<file path="config.mk">
export PLATFORM = sky130hd
export DESIGN_NAME = ordered_queue_remove_by_key_flat
export DESIGN_NICKNAME = d
export VERILOG_FILES = /design/src/hdl/oqr_pkg.sv /design/src/hdl/oqr_if.sv /design/src/hdl/ordered_queue_remove_by_key.sv /design/src/hdl/oqr_ram.sv /design/src/hdl/oqr_engine.sv /design/src/flat_wrapper.sv
export VERILOG_INCLUDE_DIRS = /design/src /design/src/hdl
export SDC_FILE = /design/constraint.sdc
export NUM_CORES = 1
export LEC_CHECK = 0
export ABC_AREA = 1
export CORE_MARGIN = 2
export CORE_UTILIZATION = 35
export CTS_CLUSTER_SIZE = 14
export DETAILED_ROUTE_END_ITERATION = 16
export DONT_BUFFER_PORTS = 1
export SYNTH_ARGS = -nofsm -noshare
export SYNTH_HDL_FRONTEND = slang
export SYNTH_SLANG_ARGS = --single-unit
export TNS_END_PERCENT = 1
</file>
<file path="constraint.sdc">
create_clock -name clk -period 4.3 [get_ports clk]
set_input_delay 0 -clock clk [delete_from_list [all_inputs] [get_ports clk]]
set_output_delay 0 -clock clk [all_outputs]
set_load 0.02 [all_outputs]
</file>
<file path="src/hdl/ordered_queue_remove_by_key_defines.svh">
// Assertion macros for the RTL.
`ifndef ORDERED_QUEUE_REMOVE_BY_KEY_DEFINES_SVH
`define ORDERED_QUEUE_REMOVE_BY_KEY_DEFINES_SVH

`ifndef SYNTH
`define OQR_ASSERT_IMPL(label, clk, rst_n, ante, cons) \
  label: assert property (@(posedge clk) disable iff (!rst_n) (ante) |-> (cons)) \
    else $error("assertion failed");
`define OQR_ASSERT_NEXT(label, clk, rst_n, ante, cons) \
  label: assert property (@(posedge clk) disable iff (!rst_n) (ante) |=> (cons)) \
    else $error("assertion failed");
`else
`define OQR_ASSERT_IMPL(label, clk, rst_n, ante, cons)
`define OQR_ASSERT_NEXT(label, clk, rst_n, ante, cons)
`endif

`endif

</file>
<file path="src/hdl/oqr_pkg.sv">
`timescale 1ns / 1ps

package oqr_pkg;

  typedef enum logic [1:0] {
    ACT_APPEND = 2'd0,
    ACT_REMOVE = 2'd1,
    ACT_LIST   = 2'd2
  } oqr_action_t;

  typedef enum logic [2:0] {
    STAT_DONE      = 3'd0,
    STAT_FULL      = 3'd1,
    STAT_NOT_FOUND = 3'd2,
    STAT_ENTRY     = 3'd3,
    STAT_EMPTY     = 3'd4
  } oqr_status_t;

  typedef enum logic [1:0] {
    S_IDLE,
    S_RM,
    S_LIST,
    S_RESP
  } oqr_state_t;

endpackage

</file>
<file path="src/hdl/oqr_if.sv">
`timescale 1ns / 1ps

interface oqr_in_if #(
  parameter int ID_WIDTH = 16
);
  logic                valid;
  logic                ready;
  logic [1:0]          action;
  logic [ID_WIDTH-1:0] person_id;

  modport source (output valid, output action, output person_id, input ready);
  modport sink (input valid, input action, input person_id, output ready);
endinterface

interface oqr_out_if #(
  parameter int ID_WIDTH = 16
);
  logic                valid;
  logic                ready;
  logic [2:0]          status;
  logic [ID_WIDTH-1:0] entry_id;
  logic                last;

  modport source (output valid, output status, output entry_id, output last, input ready);
  modport sink (input valid, input status, input entry_id, input last, output ready);
endinterface

</file>
<file path="src/hdl/ordered_queue_remove_by_key.sv">
`timescale 1ns / 1ps

// Ordered queue of up to DEPTH identifiers held in a single-port-write, registered-read RAM.
// Input channel in_chan: action 0 appends person_id at the tail, 1 removes the first entry
// equal to person_id and closes the gap, 2 lists every entry from head to tail; code 3 is
// dropped without a result. Result channel out_chan: status, entry_id and last, where last
// marks the final word caused by one input word.
// An append's result goes through the S_RESP state and then the output register. A remove
// makes one sequential pass over the RAM that reads one entry a cycle, compares it and
// writes it back one place lower once the key has been seen. A list gives one result a
// cycle, while the receiver takes them, after the registered RAM read of the head entry;
// an empty list or a failed append gives one status word.
// One item is worked on at a time; a new one is accepted while the last result still waits
// in the output register. When the receiver stalls, the output register holds its word and
// a list or a pending status word waits until it is taken; a remove pass does not pause.
// Reset clears the fill count and the control state; the RAM contents are not cleared and
// need no clearing pass, since only entries below the fill count are ever read.

module ordered_queue_remove_by_key #(
  parameter int DEPTH    = 32,
  parameter int ID_WIDTH = 16
) (
  input logic        clk,
  input logic        rst_n,
  oqr_in_if.sink     in_chan,
  oqr_out_if.source  out_chan
);

  localparam int AW = $clog2(DEPTH);

  logic                 emit;
  oqr_pkg::oqr_status_t emit_status;
  logic [ID_WIDTH-1:0]  emit_entry;
  logic                 emit_last;
  logic                 out_free;
  logic                 ram_wr_en;
  logic [AW-1:0]        ram_wr_addr;
  logic [ID_WIDTH-1:0]  ram_wr_data;
  logic                 ram_rd_en;
  logic [AW-1:0]        ram_rd_addr;
  logic [ID_WIDTH-1:0]  ram_rd_data;

  logic                 out_valid_r, out_valid_nxt;
  logic [2:0]           out_status_r;
  logic [ID_WIDTH-1:0]  out_entry_r;
  logic                 out_last_r;

  oqr_engine #(
    .DEPTH    (DEPTH),
    .ID_WIDTH (ID_WIDTH)
  ) u_engine (
    .clk         (clk),
    .rst_n       (rst_n),
    .in_chan     (in_chan),
    .out_free    (out_free),
    .emit        (emit),
    .emit_status (emit_status),
    .emit_entry  (emit_entry),
    .emit_last   (emit_last),
    .ram_wr_en   (ram_wr_en),
    .ram_wr_addr (ram_wr_addr),
    .ram_wr_data (ram_wr_data),
    .ram_rd_en   (ram_rd_en),
    .ram_rd_addr (ram_rd_addr),
    .ram_rd_data (ram_rd_data)
  );

  oqr_ram #(
    .WIDTH (ID_WIDTH),
    .DEPTH (DEPTH)
  ) u_ram (
    .clk     (clk),
    .wr_en   (ram_wr_en),
    .wr_addr (ram_wr_addr),
    .wr_data (ram_wr_data),
    .rd_en   (ram_rd_en),
    .rd_addr (ram_rd_addr),
    .rd_data (ram_rd_data)
  );

  assign out_free      = !out_valid_r || out_chan.ready;
  assign out_valid_nxt = emit || (out_valid_r && !out_chan.ready);

  always_ff @(posedge clk) begin
    if (!rst_n) begin
      out_valid_r <= 1'b0;
    end else begin
      out_valid_r <= out_valid_nxt;
    end
  end

  always_ff @(posedge clk) begin
    if (emit) begin
      out_status_r <= emit_status;
      out_entry_r  <= emit_entry;
      out_last_r   <= emit_last;
    end
  end

  assign out_chan.valid    = out_valid_r;
  assign out_chan.status   = out_status_r;
  assign out_chan.entry_id = out_entry_r;
  assign out_chan.last     = out_last_r;

endmodule

</file>
<file path="src/hdl/oqr_ram.sv">
`timescale 1ns / 1ps

module oqr_ram #(
  parameter int WIDTH = 16,
  parameter int DEPTH = 32
) (
  input  logic                     clk,
  input  logic                     wr_en,
  input  logic [$clog2(DEPTH)-1:0] wr_addr,
  input  logic [WIDTH-1:0]         wr_data,
  input  logic                     rd_en,
  input  logic [$clog2(DEPTH)-1:0] rd_addr,
  output logic [WIDTH-1:0]         rd_data
);

  logic [WIDTH-1:0] mem_r [DEPTH];
  logic [WIDTH-1:0] rd_data_r;

  always_ff @(posedge clk) begin
    if (wr_en) begin
      mem_r[wr_addr] <= wr_data;
    end
    if (rd_en) begin
      rd_data_r <= mem_r[rd_addr];
    end
  end

  assign rd_data = rd_data_r;

endmodule

</file>
<file path="src/hdl/oqr_engine.sv">
`timescale 1ns / 1ps
`include "ordered_queue_remove_by_key_defines.svh"

module oqr_engine #(
  parameter int DEPTH    = 32,
  parameter int ID_WIDTH = 16
) (
  input  logic                       clk,
  input  logic                       rst_n,
  oqr_in_if.sink                     in_chan,
  input  logic                       out_free,
  output logic                       emit,
  output oqr_pkg::oqr_status_t       emit_status,
  output logic [ID_WIDTH-1:0]        emit_entry,
  output logic                       emit_last,
  output logic                       ram_wr_en,
  output logic [$clog2(DEPTH)-1:0]   ram_wr_addr,
  output logic [ID_WIDTH-1:0]        ram_wr_data,
  output logic                       ram_rd_en,
  output logic [$clog2(DEPTH)-1:0]   ram_rd_addr,
  input  logic [ID_WIDTH-1:0]        ram_rd_data
);

  localparam int AW = $clog2(DEPTH);
  localparam int CW = $clog2(DEPTH + 1);

  oqr_pkg::oqr_state_t  state_r, state_nxt;
  logic [CW-1:0]        count_r, count_nxt;
  logic [CW-1:0]        idx_r, idx_nxt;
  logic                 dv_r, dv_nxt;
  logic                 found_r, found_nxt;
  logic [ID_WIDTH-1:0]  key_r, key_nxt;
  logic [AW-1:0]        pos_r, pos_nxt;
  oqr_pkg::oqr_status_t status_r, status_nxt;
  logic [CW-1:0]        idx_plus;
  logic                 list_last;

  assign idx_plus  = idx_r + CW'(1);
  assign list_last = (idx_plus == count_r);

  always_ff @(posedge clk) begin
    if (!rst_n) begin
      state_r <= oqr_pkg::S_IDLE;
      count_r <= '0;
      idx_r   <= '0;
      dv_r    <= 1'b0;
      found_r <= 1'b0;
    end else begin
      state_r <= state_nxt;
      count_r <= count_nxt;
      idx_r   <= idx_nxt;
      dv_r    <= dv_nxt;
      found_r <= found_nxt;
    end
  end

  always_ff @(posedge clk) begin
    key_r    <= key_nxt;
    pos_r    <= pos_nxt;
    status_r <= status_nxt;
  end

  always_comb begin
    state_nxt   = state_r;
    count_nxt   = count_r;
    idx_nxt     = idx_r;
    dv_nxt      = dv_r;
    found_nxt   = found_r;
    key_nxt     = key_r;
    pos_nxt     = pos_r;
    status_nxt  = status_r;
    in_chan.ready = 1'b0;
    emit        = 1'b0;
    emit_status = oqr_pkg::STAT_DONE;
    emit_entry  = '0;
    emit_last   = 1'b0;
    ram_wr_en   = 1'b0;
    ram_wr_addr = '0;
    ram_wr_data = '0;
    ram_rd_en   = 1'b0;
    ram_rd_addr = '0;

    unique case (state_r)
      oqr_pkg::S_IDLE: begin
        in_chan.ready = 1'b1;
        if (in_chan.valid) begin
          unique case (oqr_pkg::oqr_action_t'(in_chan.action))
            oqr_pkg::ACT_APPEND: begin
              if (count_r == CW'(DEPTH)) begin
                status_nxt = oqr_pkg::STAT_FULL;
              end else begin
                ram_wr_en   = 1'b1;
                ram_wr_addr = count_r[AW-1:0];
                ram_wr_data = in_chan.person_id;
                count_nxt   = count_r + CW'(1);
                status_nxt  = oqr_pkg::STAT_DONE;
              end
              state_nxt = oqr_pkg::S_RESP;
            end
            oqr_pkg::ACT_REMOVE: begin
              key_nxt   = in_chan.person_id;
              idx_nxt   = '0;
              dv_nxt    = 1'b0;
              found_nxt = 1'b0;
              state_nxt = oqr_pkg::S_RM;
            end
            oqr_pkg::ACT_LIST: begin
              if (count_r == '0) begin
                status_nxt = oqr_pkg::STAT_EMPTY;
                state_nxt  = oqr_pkg::S_RESP;
              end else begin
                ram_rd_en   = 1'b1;
                ram_rd_addr = '0;
                idx_nxt     = '0;
                state_nxt   = oqr_pkg::S_LIST;
              end
            end
            default: begin
            end
          endcase
        end
      end

      oqr_pkg::S_RM: begin
        if (idx_r < count_r) begin
          ram_rd_en   = 1'b1;
          ram_rd_addr = idx_r[AW-1:0];
          pos_nxt     = idx_r[AW-1:0];
          idx_nxt     = idx_plus;
          dv_nxt      = 1'b1;
        end else begin
          dv_nxt = 1'b0;
        end
        // Once the key is found, every later word moves one place toward the head.
        if (dv_r) begin
          if (found_r) begin
            ram_wr_en   = 1'b1;
            ram_wr_addr = pos_r - AW'(1);
            ram_wr_data = ram_rd_data;
          end else if (ram_rd_data == key_r) begin
            found_nxt = 1'b1;
          end
        end
        if ((idx_r == count_r) && !dv_r) begin
          if (found_r) begin
            count_nxt  = count_r - CW'(1);
            status_nxt = oqr_pkg::STAT_DONE;
          end else begin
            status_nxt = oqr_pkg::STAT_NOT_FOUND;
          end
          state_nxt = oqr_pkg::S_RESP;
        end
      end

      oqr_pkg::S_LIST: begin
        if (out_free) begin
          emit        = 1'b1;
          emit_status = oqr_pkg::STAT_ENTRY;
          emit_entry  = ram_rd_data;
          emit_last   = list_last;
          if (list_last) begin
            state_nxt = oqr_pkg::S_IDLE;
          end else begin
            ram_rd_en   = 1'b1;
            ram_rd_addr = idx_plus[AW-1:0];
            idx_nxt     = idx_plus;
          end
        end
      end

      oqr_pkg::S_RESP: begin
        if (out_free) begin
          emit        = 1'b1;
          emit_status = status_r;
          emit_last   = 1'b1;
          state_nxt   = oqr_pkg::S_IDLE;
        end
      end

      default: begin
      end
    endcase
  end

  `OQR_ASSERT_IMPL(a_count_bound, clk, rst_n, 1'b1, count_r <= CW'(DEPTH))
  `OQR_ASSERT_NEXT(a_count_step, clk, rst_n, 1'b1, (count_r == $past(count_r)) || (count_r == $past(count_r) + CW'(1)) || (count_r == $past(count_r) - CW'(1)))
  `OQR_ASSERT_IMPL(a_list_idx, clk, rst_n, state_r == oqr_pkg::S_LIST, idx_r < count_r)
  `OQR_ASSERT_IMPL(a_shift_pos, clk, rst_n, (state_r == oqr_pkg::S_RM) && dv_r && found_r, pos_r != '0)
  `OQR_ASSERT_IMPL(a_emit_free, clk, rst_n, emit, out_free)

endmodule

</file>
<file path="src/flat_wrapper.sv">
// flat-port wrapper written by rule: the top's interface ports become plain ports
module ordered_queue_remove_by_key_flat 
#(
  parameter int DEPTH    = 32,
  parameter int ID_WIDTH = 16
)
  (clk, rst_n, in_chan_valid, in_chan_action, in_chan_person_id, in_chan_ready, out_chan_valid, out_chan_status, out_chan_entry_id, out_chan_last, out_chan_ready);
  oqr_in_if #(.ID_WIDTH(ID_WIDTH)) in_chan_i ();
  oqr_out_if #(.ID_WIDTH(ID_WIDTH)) out_chan_i ();
  input logic clk;
  input logic rst_n;
  input wire logic [$bits(in_chan_i.valid)-1:0] in_chan_valid;
  input wire logic [$bits(in_chan_i.action)-1:0] in_chan_action;
  input wire logic [$bits(in_chan_i.person_id)-1:0] in_chan_person_id;
  output wire logic [$bits(in_chan_i.ready)-1:0] in_chan_ready;
  output wire logic [$bits(out_chan_i.valid)-1:0] out_chan_valid;
  output wire logic [$bits(out_chan_i.status)-1:0] out_chan_status;
  output wire logic [$bits(out_chan_i.entry_id)-1:0] out_chan_entry_id;
  output wire logic [$bits(out_chan_i.last)-1:0] out_chan_last;
  input wire logic [$bits(out_chan_i.ready)-1:0] out_chan_ready;
  assign in_chan_i.valid = in_chan_valid;
  assign in_chan_i.action = in_chan_action;
  assign in_chan_i.person_id = in_chan_person_id;
  assign in_chan_ready = in_chan_i.ready;
  assign out_chan_valid = out_chan_i.valid;
  assign out_chan_status = out_chan_i.status;
  assign out_chan_entry_id = out_chan_i.entry_id;
  assign out_chan_last = out_chan_i.last;
  assign out_chan_i.ready = out_chan_ready;
  ordered_queue_remove_by_key #(.DEPTH(DEPTH), .ID_WIDTH(ID_WIDTH)) u_core (.clk(clk), .rst_n(rst_n), .in_chan(in_chan_i), .out_chan(out_chan_i));
endmodule
</file>
* Word level (Yosys, flattened, before mapping)
Memories as Yosys holds them, arrays and structs flattened. A register that Yosys moved wholly into a read port is not among the register bits.
Cells that the tools add are included.
** Word-level totals
- Output and inout port bits :: 22
- Memories kept :: 1
- Flip-flop bits (word level) :: 61
- Bits in writable memories :: 512
- Input port bits :: 22
** Operators by class
- Muxes and demuxes :: 74
- Equality and inequality tests :: 26
- Add/sub/neg operators :: 4
- Reduce and logical (&&, ||, !) cells :: 22
- Magnitude comparators :: 1
** Memory list
- u_core.u_ram.mem_r :: depth 32, width 16, read ports 1, clocked after memory_dff 1, write ports 1, RTL line oqr_ram.sv:16 : logic [WIDTH-1:0] mem_r [DEPTH];
** Operators by type and width (number)
- two-way mux 16 bit :: 5
- two-way mux 6 bit :: 10
- two-way mux 5 bit :: 8
- case mux 16 bit (2 select lines) :: 1
- two-way mux 1 bit :: 24
- case mux 6 bit (2 select lines) :: 2
- case mux 5 bit (2 select lines) :: 2
- case mux 3 bit (2 select lines) :: 3
- case mux 6 bit (3 select lines) :: 1
- == test 16 bit :: 1
- inequality test 2 bit, second input constant :: 8
- two-way mux 2 bit :: 7
- adder 6 x 1 -> 6 bit, second input constant :: 2
- == test 6 bit :: 2
- two-way mux 3 bit :: 4
- AND reduction 6 bit :: 2
- inequality test 2 x 1 -> 1 bit, second input constant :: 4
- case mux 1 bit (2 select lines) :: 4
- case mux 2 bit (4 select lines) :: 1
- AND reduction 7 bit :: 1
- == test 2 bit, second input constant :: 3
- == test 6 bit, second input constant :: 1
- logical NOT 6 bit :: 1
- < comparator 6 bit :: 1
- other kinds (19) :: 29

* Depth between registers and ports, before layout
Gate-level depths: netlist of run 1.
- Word-level depth :: 7
- Mapped depth :: 21

* By module
A second synthesis of run 1 with hierarchy kept.
** Unflattened totals
- Cells, all modules :: 2229
- Area, all modules :: 25101.6 um2
** Modules (own cells, without submodules)
- oqr_ram :: area an instance 21461.8 um2, cells an instance 1794, seq. area each 15855.2 um2, instances 1
- oqr_engine :: area an instance 2992.9 um2, cells an instance 409, seq. area each 1041.0 um2, instances 1
- ordered_queue_remove_by_key :: area an instance 646.9 um2, cells an instance 26, seq. area each 620.6 um2, instances 1

* Worst setup path before layout of run 1
No wires, ideal clock.
- Kind :: register to register
- Start :: register u_core.u_engine.state_r[1]
- End :: memory u_core.u_ram.mem_r[0][10] (data pin)
- Stages on the path, launching flop included :: 10
- Data required time :: 3.846 ns
- Slack :: 0.998 ns
- Library setup time :: 0.454 ns
- Buffers on the path :: 3
- Data arrival time :: 2.848 ns
- Cell sequence :: dfxtp_1 inv_1 ha_1 inv_1 clkbuf_1 nor3_1 inv_1 clkbuf_1 clkbuf_1 o21ai_0
** Between the ends
- Word-level cells in the longest chain between the ends :: 2
** RTL lines
- start: declaration :: RTL line oqr_engine.sv:27 : oqr_pkg::oqr_state_t state_r, state_nxt;
- start signal: assignment :: RTL line oqr_engine.sv:43 : state_r <= oqr_pkg::S_IDLE;
- start signal: assignment :: RTL line oqr_engine.sv:49 : state_r <= state_nxt;
- == test 2 x 1 -> 1 bit or logical NOT 2 bit (tied branches) :: RTL line oqr_engine.sv:83 : unique case (state_r)
- case mux 16 bit (2 select lines) (*) :: RTL line oqr_engine.sv:83
- net u_core.ram_wr_data[10] :: RTL line ordered_queue_remove_by_key.sv:38 : logic [ID_WIDTH-1:0] ram_wr_data;
- end: declaration :: RTL line oqr_ram.sv:16
The timed path passes the listed nets; every way through them passes the cells marked *.

* Worst setup path after layout of run 1
- Start :: register u_core.u_engine.count_r[3]
- End :: register u_core.u_ram.rd_data_r[5] (netlist: u_core.u_ram.rd_data[5]) (read register of u_core.u_ram.mem_r) (data pin)
** Between the ends
- Word-level cells in the longest chain between the ends :: 5
** RTL lines
- start: declaration :: RTL line oqr_engine.sv:28 : logic [CW-1:0] count_r, count_nxt;
- start signal: assignment :: RTL line oqr_engine.sv:50 : count_r <= count_nxt;
- parallel branches: the longest is 5 deep, another holds < comparator 6 bit
- end: declaration :: RTL line oqr_ram.sv:17 : logic [WIDTH-1:0] rd_data_r;
Parallel ways; which one is timed is not known.
A chain may end at the register's enable or synchronous reset.

==> tab_implementation.tex, run 1 <==
\begin{tabular}{lr}
\hline
Metric & Value \\
\hline
\multicolumn{2}{l}{\textbf{CTS}} \\
\quad Hold bufs inserted after CTS & 24 \\
\quad Buffer cell driving the clock tree root & sky130\_fd\_sc\_hd\_\_clkbuf\_16 \\
\quad Num Clock Sinks & 589 \\
\quad Clock tree from TritonCTS & yes \\
\quad Number of levels in the clock H-tree & 2 \\
\quad Setup bufs post-CTS & 0 \\
\quad Quantity of gates resized following cts & 0 \\
\quad Worst-Skew Late Latency & 630 ps \\
\quad Max clock buf depth & 3 \\
\quad Total clock buffers created by CTS & 60 \\
\quad Clock slew seen by the registers of the worst setup and hold paths & 60 ps \\
\multicolumn{2}{l}{\textbf{Power and ir drop}} \\
\quad Peak supply drop & 0.622 mV \\
\quad Leakage dissipation & 12.0 nW \\
\quad Areal power density over the cells & 595 nW/µm² \\
\multicolumn{2}{l}{\textbf{GRT}} \\
\quad Global-route wire length before repair & 109 mm \\
\quad Most utilized layer in the global route result & met2 \\
\quad Antenna violations before repair & 1 \\
\quad Routing usage on met1 & 25.6\% \\
\quad Met3 layer usage reported by global route & 3.08\% \\
\quad Pin count of the biggest net entering global routing & 137 \\
\quad Combined global-route utilization of all metal layers & 18.2\% \\
\quad Met2 track demand over resource & 28.9\% \\
\quad Global-route congestion overflow total & 0 \\
\quad Vias in the first global route & 17800 \\
\multicolumn{2}{l}{\textbf{Worst hold path}} \\
\quad Type of the tightest min-delay check & input port to flop \\
\quad Hold path depth & 3 \\
\quad Min-delay src & in\_chan\_person\_id[5] \\
\quad Hold Path End & u\_core.u\_ram.mem\_r[10][5] \\
\multicolumn{2}{l}{\textbf{Die}} \\
\quad Number of top-level design ports & 44 \\
\quad Area of the core region & 74700 µm² \\
\quad Initial cell density of the core & 35.5\% \\
\quad Die span in x & 279 µm \\
\quad Number of core rows & 100 \\
\quad Die ar. & 77900 µm² \\
\quad Height of the die & 279 µm \\
\multicolumn{2}{l}{\textbf{Setup path}} \\
\quad Ordered list of cells on the worst path & inv\_1, ha\_1, nand2\_1, nor2\_1, o21ai\_0, o211ai\_1, nor2\_1, nand2\_1, o21ai\_4, nand2\_8, buf\_12, buf\_4, nand2\_1, nand3\_1, nand3\_1, nand3\_1, nand2\_1, nand2\_1, nand2\_1 \\
\quad Launch instance of the worst register-to-register path & u\_core.u\_engine.count\_r[3] \\
\quad R2R setup slack & 500 ps \\
\quad CP Launch Point & u\_core.u\_engine.count\_r[3] \\
\quad CP dominant cell by count & sky130\_fd\_sc\_hd\_\_nand2\_1 \\
\quad Worst setup EP type & flop \\
\quad End of the worst register-to-register path & u\_core.u\_ram.rd\_data[5] \\
\quad Data required time of the worst path & 4670 ps \\
\quad Critical Path AT & 4170 ps \\
\quad Crit-path max FO & 46 \\
\quad Number of cells traversed by the worst register-to-register path & 19 \\
\quad Max stage delay cell, worst path & sky130\_fd\_sc\_hd\_\_dfxtp\_1 \\
\quad Category of the worst setup path launch point & flop \\
\quad Maximum single-stage delay on the critical path & 440 ps \\
\quad Kind of critical path & flop to flop \\
\multicolumn{2}{l}{\textbf{Layout}} \\
\quad Area used by sequential logic in the layout & 17500 µm² \\
\quad Area taken by multi-input logic gates & 7080 µm² \\
\quad Most common library cell in the layout ignoring fill and taps & sky130\_fd\_sc\_hd\_\_nand2\_1 \\
\quad Highest-count cells in the layout ignoring fill and taps & sky130\_fd\_sc\_hd\_\_nand2\_1, sky130\_fd\_sc\_hd\_\_nand3\_1, sky130\_fd\_sc\_hd\_\_edfxtp\_1 \\
\quad Layout Cells excl Fill & 3573 \\
\quad Ratio of cells with drive above 1 in the final layout & 7.76\% \\
\quad Area added between synthesis and finish & 13.3\% \\
\quad Final net count & 2596 \\
\quad \# fillers & 7025 \\
\multicolumn{2}{l}{\textbf{Synth}} \\
\quad Synth Net Count & 2565 \\
\quad Yosys warns & 0 \\
\quad Mean instance size in the synthesized netlist & 10.5 µm² \\
\quad Cell count after synthesis & 2521 \\
\quad Post-synthesis cell area & 26500 µm² \\
\quad Register bit total from synthesis & 589 \\
\quad Count of cell types in the netlist & 45 \\
\quad Proportion of synthesized chip area in sequential cells & 66.1\% \\
\multicolumn{2}{l}{\textbf{Detailed routing}} \\
\quad Via-per-instance ratio & 5.18 \\
\quad Via count & 18500 \\
\quad Number of detailed-routing iterations run before antenna repair & 6 \\
\quad Final antenna-violating net count & 0 \\
\quad Routed wire length & 70.8 mm \\
\quad Mean routed wirelength per cell & 19.8 µm \\
\quad DR DRC count & 0 \\
\quad Starting DRT DRC Count & 2060 \\
\multicolumn{2}{l}{\textbf{Timing}} \\
\quad Remaining max-slew budget at the tightest pin & 12.5\% \\
\quad Period utilisation layout & 88.4\% \\
\quad Post-Route Skew & 15.6 ps \\
\quad Fmax & 263 MHz \\
\quad Setup violation total in the final timing report & 0 \\
\quad Final hold violations & 0 \\
\quad Final Max Tran Viols & 0 \\
\quad Period minus WS final & 3800 ps \\
\quad Setup tns final & 0 ps \\
\quad Pin slew with the least headroom to its limit & 1310 ps \\
\quad Setup repair after global routing missed its margin & false \\
\multicolumn{2}{l}{\textbf{Placement}} \\
\quad Detailed placer's ending HPWL & 40.7 mm \\
\quad Count of buffers from port buffering & 0 \\
\quad Instance count after placement with tap cells included & 3435 \\
\quad RD Place Congestion & 0.883 \\
\multicolumn{2}{l}{\textbf{Run status}} \\
\quad Status & complete, no violations \\
\multicolumn{2}{l}{\textbf{Flow run}} \\
\quad Reported max-cap violation count & 0 \\
\hline
\end{tabular}
[worst max-delay path by stage]
stage / endpoint / slack, ps / cells past startpoint
floorplan: u_core.u_ram.mem_r[0][10] / 1000 / 9
global placement: u_core.u_ram.rd_data[5] / 620 / 19
detailed placement: u_core.u_ram.rd_data[5] / 560 / 19
CTS: u_core.u_ram.rd_data[5] / 520 / 19
global route: u_core.u_ram.rd_data[5] / 210 / 19
finish: u_core.u_ram.rd_data[5] / 500 / 19
[cell families (layout without fill, tap and decap cells)]
kind of cell | Yosys count | after routing | share of synthesized area, %
fa+ha+maj | 22 | 22 | 1.07
simple gates | 1340 | 1340 | 22.9
flops | 589 | 589 | 66.1
other cells | 0 | 1 | 0
buf+inv | 474 | 556 | 7.63
xor+xnor | 12 | 12 | 0.397
compound gates | 84 | 84 | 1.88
[worst max-delay path, delay by kind of cell, from the launching register on]
kind                       cells  cell delay (ps)
DFF                            1              440
and+or+nand+nor               12             1650
adders and majority gates      1              320
AOI/OAI and AO/OA              3              500
buffers and inverters          3              580
[through the flow]
step | util (%) | worst slack, ps | hold WS (ps) | power [mW] | instance area [µm²]
after floorplan | - | 998 | 98.9 | 11.2 | 26500
after global placement | 37.3 | 622 | 99.1 | 12.8 | 27900
after detailed placement | 37.3 | 562 | 99.1 | 12.9 | 27900
after CTS | 40.2 | 516 | 3.46 | 17.9 | 30000
after global routing | 40.2 | 214 | 16.5 | 18.8 | 30000
final | 40.2 | 500 | 31.5 | 17.9 | 30000
[registers in the layout, summed over array words and instances (netlist names), 2 cells and up]
| signal | count |
|---|---|
| u_core.u_ram.mem_r | 512 |
| u_core.u_engine.pos_r | 5 |
| u_core.u_ram.rd_data | 16 |
| u_core.out_chan.entry_id | 16 |
| u_core.u_engine.idx_r | 6 |
| u_core.u_engine.status_r | 3 |
| u_core.u_engine.key_r | 16 |
| u_core.out_chan.status | 3 |
| u_core.u_engine.count_r | 6 |
| u_core.u_engine.state_r | 2 |
[Yosys cell counts, drive strengths merged]
cell | count | area, µm²
nand2 | 592 | 2240
nand3 | 581 | 2910
edfxtp | 572 | 17200
inv | 331 | 1240
buf | 114 | 671
nor2 | 83 | 314
nand3b | 65 | 488
o21ai | 33 | 169
clkbuf | 29 | 109
a21oi | 22 | 110
ha | 21 | 263
dfxtp | 17 | 340
o22ai | 7 | 50.1
a31oi | 6 | 37.5
nor3 | 6 | 30.0
xnor2 | 6 | 52.6
xor2 | 6 | 52.6
a211oi | 5 | 37.5
nand4 | 5 | 31.3
nor4 | 4 | 25.0
o2111ai | 2 | 17.5
or2 | 2 | 12.5
a221oi | 1 | 8.76
a22oi | 1 | 7.51
a311oi | 1 | 8.76
a41oi | 1 | 8.76
and2 | 1 | 6.26
fa | 1 | 20.0
nor4b | 1 | 8.76
o211ai | 1 | 7.51
o21a | 1 | 7.51
o21bai | 1 | 7.51
o32a | 1 | 10.0
o32ai | 1 | 8.76
[layer usage]
layer  vias up  part of all wire (%)
met3       110                   8.5
met1      9022                    43
met5         -                     0
met4         0                   2.5
met2       764                    46
li1       8630                     -
[final cells by class]
class | count | area share (%)
sequential | 589 | 58.4
multi-input combinational | 1458 | 23.6
clock buffer | 78 | 5.37
inverter | 331 | 4.15
tap | 969 | 4.04
timing repair buffer | 112 | 3.58
clock inverter | 35 | 0.921
antenna | 1 | 0.00834
[where the power goes]
part	leakage [nW]	total [mW]	switching, mW	internal (mW)
Clock	0.921	5.05	2.18	2.87
Sequential	5.41	6.97	0.280	6.69
Combinational	5.64	5.85	4.31	1.54
No activity file was read; power rests on OpenSTA's default activity.
==> inputs of run 2 (changes only) <==
Settings changed: CORE_ASPECT_RATIO set to 2.
==> run 2 against run 1 <==
Net effect: register-to-register slack got worse by 230 ps; combinational power is 2% higher; setup slack lost 230 ps; non-clock buffer count is 9 higher; clock skew decreased by 1.6 ps; critical path type unchanged.
==> tab_implementation.tex, run 2 (synthesis results as in run 1) <==
\begin{tabular}{lr}
\hline
Metric & Value \\
\hline
\multicolumn{2}{l}{\textbf{Detailed routing}} \\
\quad DR DRC count & 0 \\
\quad Number of detailed-routing iterations run before antenna repair & 5 \\
\quad Via-per-instance ratio & 5.15 \\
\quad Mean routed wirelength per cell & 21.6 µm \\
\quad Routed wire length & 77.4 mm \\
\quad Via count & 18500 \\
\quad Final antenna-violating net count & 0 \\
\quad Starting DRT DRC Count & 1530 \\
\multicolumn{2}{l}{\textbf{Worst hold path}} \\
\quad Type of the tightest min-delay check & input port to flop \\
\multicolumn{2}{l}{\textbf{CTS}} \\
\quad Clock slew seen by the registers of the worst setup and hold paths & 70 ps \\
\quad Num Clock Sinks & 589 \\
\quad Clock tree from TritonCTS & yes \\
\quad Total clock buffers created by CTS & 50 \\
\quad Worst-Skew Late Latency & 600 ps \\
\quad Setup bufs post-CTS & 0 \\
\quad Buffer cell driving the clock tree root & sky130\_fd\_sc\_hd\_\_clkbuf\_16 \\
\quad Max clock buf depth & 3 \\
\quad Number of levels in the clock H-tree & 2 \\
\multicolumn{2}{l}{\textbf{Placement}} \\
\quad RD Place Congestion & 0.900 \\
\quad Instance count after placement with tap cells included & 3486 \\
\quad Count of buffers from port buffering & 0 \\
\quad Detailed placer's ending HPWL & 50.2 mm \\
\multicolumn{2}{l}{\textbf{GRT}} \\
\quad Global-route congestion overflow total & 0 \\
\quad Vias in the first global route & 18200 \\
\quad Antenna violations before repair & 1 \\
\quad Pin count of the biggest net entering global routing & 123 \\
\quad Combined global-route utilization of all metal layers & 19.9\% \\
\quad Global-route wire length before repair & 114 mm \\
\multicolumn{2}{l}{\textbf{Setup path}} \\
\quad Kind of critical path & flop to flop \\
\quad Max stage delay cell, worst path & sky130\_fd\_sc\_hd\_\_dfxtp\_1 \\
\quad Worst setup EP type & flop \\
\quad Number of buffers and inverters on the critical path & 4 \\
\quad Top delay family on crit path & simple AND/OR/NAND/NOR gates \\
\quad Critical Path AT & 4370 ps \\
\quad Maximum single-stage delay on the critical path & 520 ps \\
\quad Ordered list of cells on the worst path & inv\_2, ha\_1, inv\_1, nand2\_1, nor2\_1, nand3\_1, nor2\_1, nand3\_2, nand2\_4, nand2\_8, nand2\_8, buf\_12, buf\_4, nand2\_1, nand3\_1, nand3\_1, nand3\_1, nand2\_1, nand2\_1, nand2\_1 \\
\quad Data required time of the worst path & 4630 ps \\
\quad Crit-path max FO & 52 \\
\quad Category of the worst setup path launch point & flop \\
\quad CP dominant cell by count & sky130\_fd\_sc\_hd\_\_nand2\_1 \\
\multicolumn{2}{l}{\textbf{Layout}} \\
\quad Register name with the most flops & u\_core.u\_ram.mem\_r \\
\quad Most common library cell in the layout ignoring fill and taps & sky130\_fd\_sc\_hd\_\_nand2\_1 \\
\quad Number of flip-flops in the largest register & 512 \\
\quad Layout Cells excl Fill & 3586 \\
\quad Area added between synthesis and finish & 11.7\% \\
\quad Highest-count cells in the layout ignoring fill and taps & sky130\_fd\_sc\_hd\_\_nand2\_1, sky130\_fd\_sc\_hd\_\_nand3\_1, sky130\_fd\_sc\_hd\_\_edfxtp\_1 \\
\quad Final net count & 2595 \\
\quad Ratio of cells with drive above 1 in the final layout & 7.38\% \\
\multicolumn{2}{l}{\textbf{Timing}} \\
\quad Setup tns final & 0 ps \\
\quad Pin slew with the least headroom to its limit & 987 ps \\
\quad Fmax & 248 MHz \\
\quad Period minus WS final & 4030 ps \\
\quad Setup violation total in the final timing report & 0 \\
\quad Final hold violations & 0 \\
\quad Post-Route Skew & 14.0 ps \\
\quad Period utilisation layout & 93.8\% \\
\quad Remaining max-slew budget at the tightest pin & 34.2\% \\
\quad Final Max Tran Viols & 0 \\
\quad Setup repair after global routing missed its margin & false \\
\multicolumn{2}{l}{\textbf{Die}} \\
\quad Number of top-level design ports & 44 \\
\quad Height of the die & 393 µm \\
\quad Die span in x & 199 µm \\
\quad Area of the core region & 75000 µm² \\
\quad Number of core rows & 142 \\
\quad Die ar. & 78000 µm² \\
\quad Initial cell density of the core & 35.3\% \\
\multicolumn{2}{l}{\textbf{Power and ir drop}} \\
\quad Fraction of power spent switching nets & 39.1\% \\
\quad Sequential Power Share & 41.2\% \\
\quad Areal power density over the cells & 579 nW/µm² \\
\quad Relative contribution of combinational cells to total power & 34.7\% \\
\quad Design internal power & 10.4 mW \\
\quad Clock share of power & 24.1\% \\
\quad Peak supply drop & 1.06 mV \\
\quad Leakage dissipation & 11.7 nW \\
\quad Power dissipated by switching net loads & 6.70 mW \\
\multicolumn{2}{l}{\textbf{Flow run}} \\
\quad Reported max-cap violation count & 0 \\
\multicolumn{2}{l}{\textbf{Run status}} \\
\quad Status & complete, no violations \\
\hline
\end{tabular}
-- run 2: cell types whose count changed in the layout (fill, tap and decap cells not counted), moves of 2 or more --
| cell | before | now |
|---|---|---|
| sky130_fd_sc_hd__clkbuf_1 | 16 | 14 |
| sky130_fd_sc_hd__buf_12 | 14 | 10 |
| sky130_fd_sc_hd__dlygate4sd3_1 | 24 | 21 |
| sky130_fd_sc_hd__buf_4 | 74 | 90 |
| sky130_fd_sc_hd__clkinv_2 | 12 | 2 |
| sky130_fd_sc_hd__bufinv_16 | 4 | 0 |
| sky130_fd_sc_hd__clkinv_1 | 15 | 6 |
| sky130_fd_sc_hd__clkbuf_16 | 62 | 51 |
-- run 2: metal layers --
metal	up-vias	track usage, %	part of all wire, %	wire (µm)
met3	175	1.83	4.7	3660
li1	8593	-	-	-
met1	9085	20.8	34	26600
met4	0	14.5	7.9	6130
met2	616	37.0	53	41000
met5	-	0	0	0
-- run 2: cell type report --
class | count | area [µm²]
sequential | 589 | 17500
antenna | 2 | 5.00
fill | 7321 | 45400
timing repair buffer | 121 | 1090
clock inverter | 11 | 56.3
inverter | 331 | 1240
clock buffer | 66 | 1340
multi-input combinational | 1458 | 7080
tap | 1008 | 1260
-- run 2: worst paths after layout --
check / endpoint / cells past startpoint / slack (ps) / from
setup / recovery: u_core.u_ram.rd_data[14] / 20 / 270 / u_core.u_engine.idx_r[0]
hold / removal: u_core.u_ram.mem_r[13][7] / 3 / 6 / in_chan_person_id[7]
setup reg to reg: u_core.u_ram.rd_data[14] / 20 / 270 / u_core.u_engine.idx_r[0]
hold reg to reg: u_core.u_engine.count_r[5] / 1 / 510 / u_core.u_engine.count_r[5]
-- run 2: tightest hold or removal path, delay by kind of cell --
family / cells / cell delay, ps
AOI/OAI and AO/OA: 1 / 50
and+or+nand+nor: 1 / 70
buffers and inverters: 1 / 250
-- run 2: power by group through the flow --
stage               clock network (mW)  logic, mW  registers [mW]
floorplan                            0       4.18            7.00
global placement                     0       5.85            7.17
detailed placement                   0       5.93            7.17
CTS                               4.21       5.98            7.05
global route                      4.39       6.55            7.06
finish                            4.14       5.94            7.05
-- run 2: per-stage QoR --
stage | hold slack [ps] | area (µm²) | utilization, % | power [mW] | setup slack [ps]
after floorplan | 98.9 | 26500 | - | 11.2 | 998
after global placement | 99.2 | 28000 | 37.3 | 13.0 | 332
after detailed placement | 99.2 | 28000 | 37.3 | 13.1 | 319
after CTS | 2.88 | 29600 | 39.5 | 17.2 | 297
after global routing | 16.5 | 29600 | 39.5 | 18.0 | 33.4
final | 6.30 | 29600 | 39.5 | 17.1 | 266
-- run 2: timing repair --
item	4_1_cts	5_1_grt
resized for setup	0	0
hold buffers	21	0
endpoints found under the hold margin	128	0
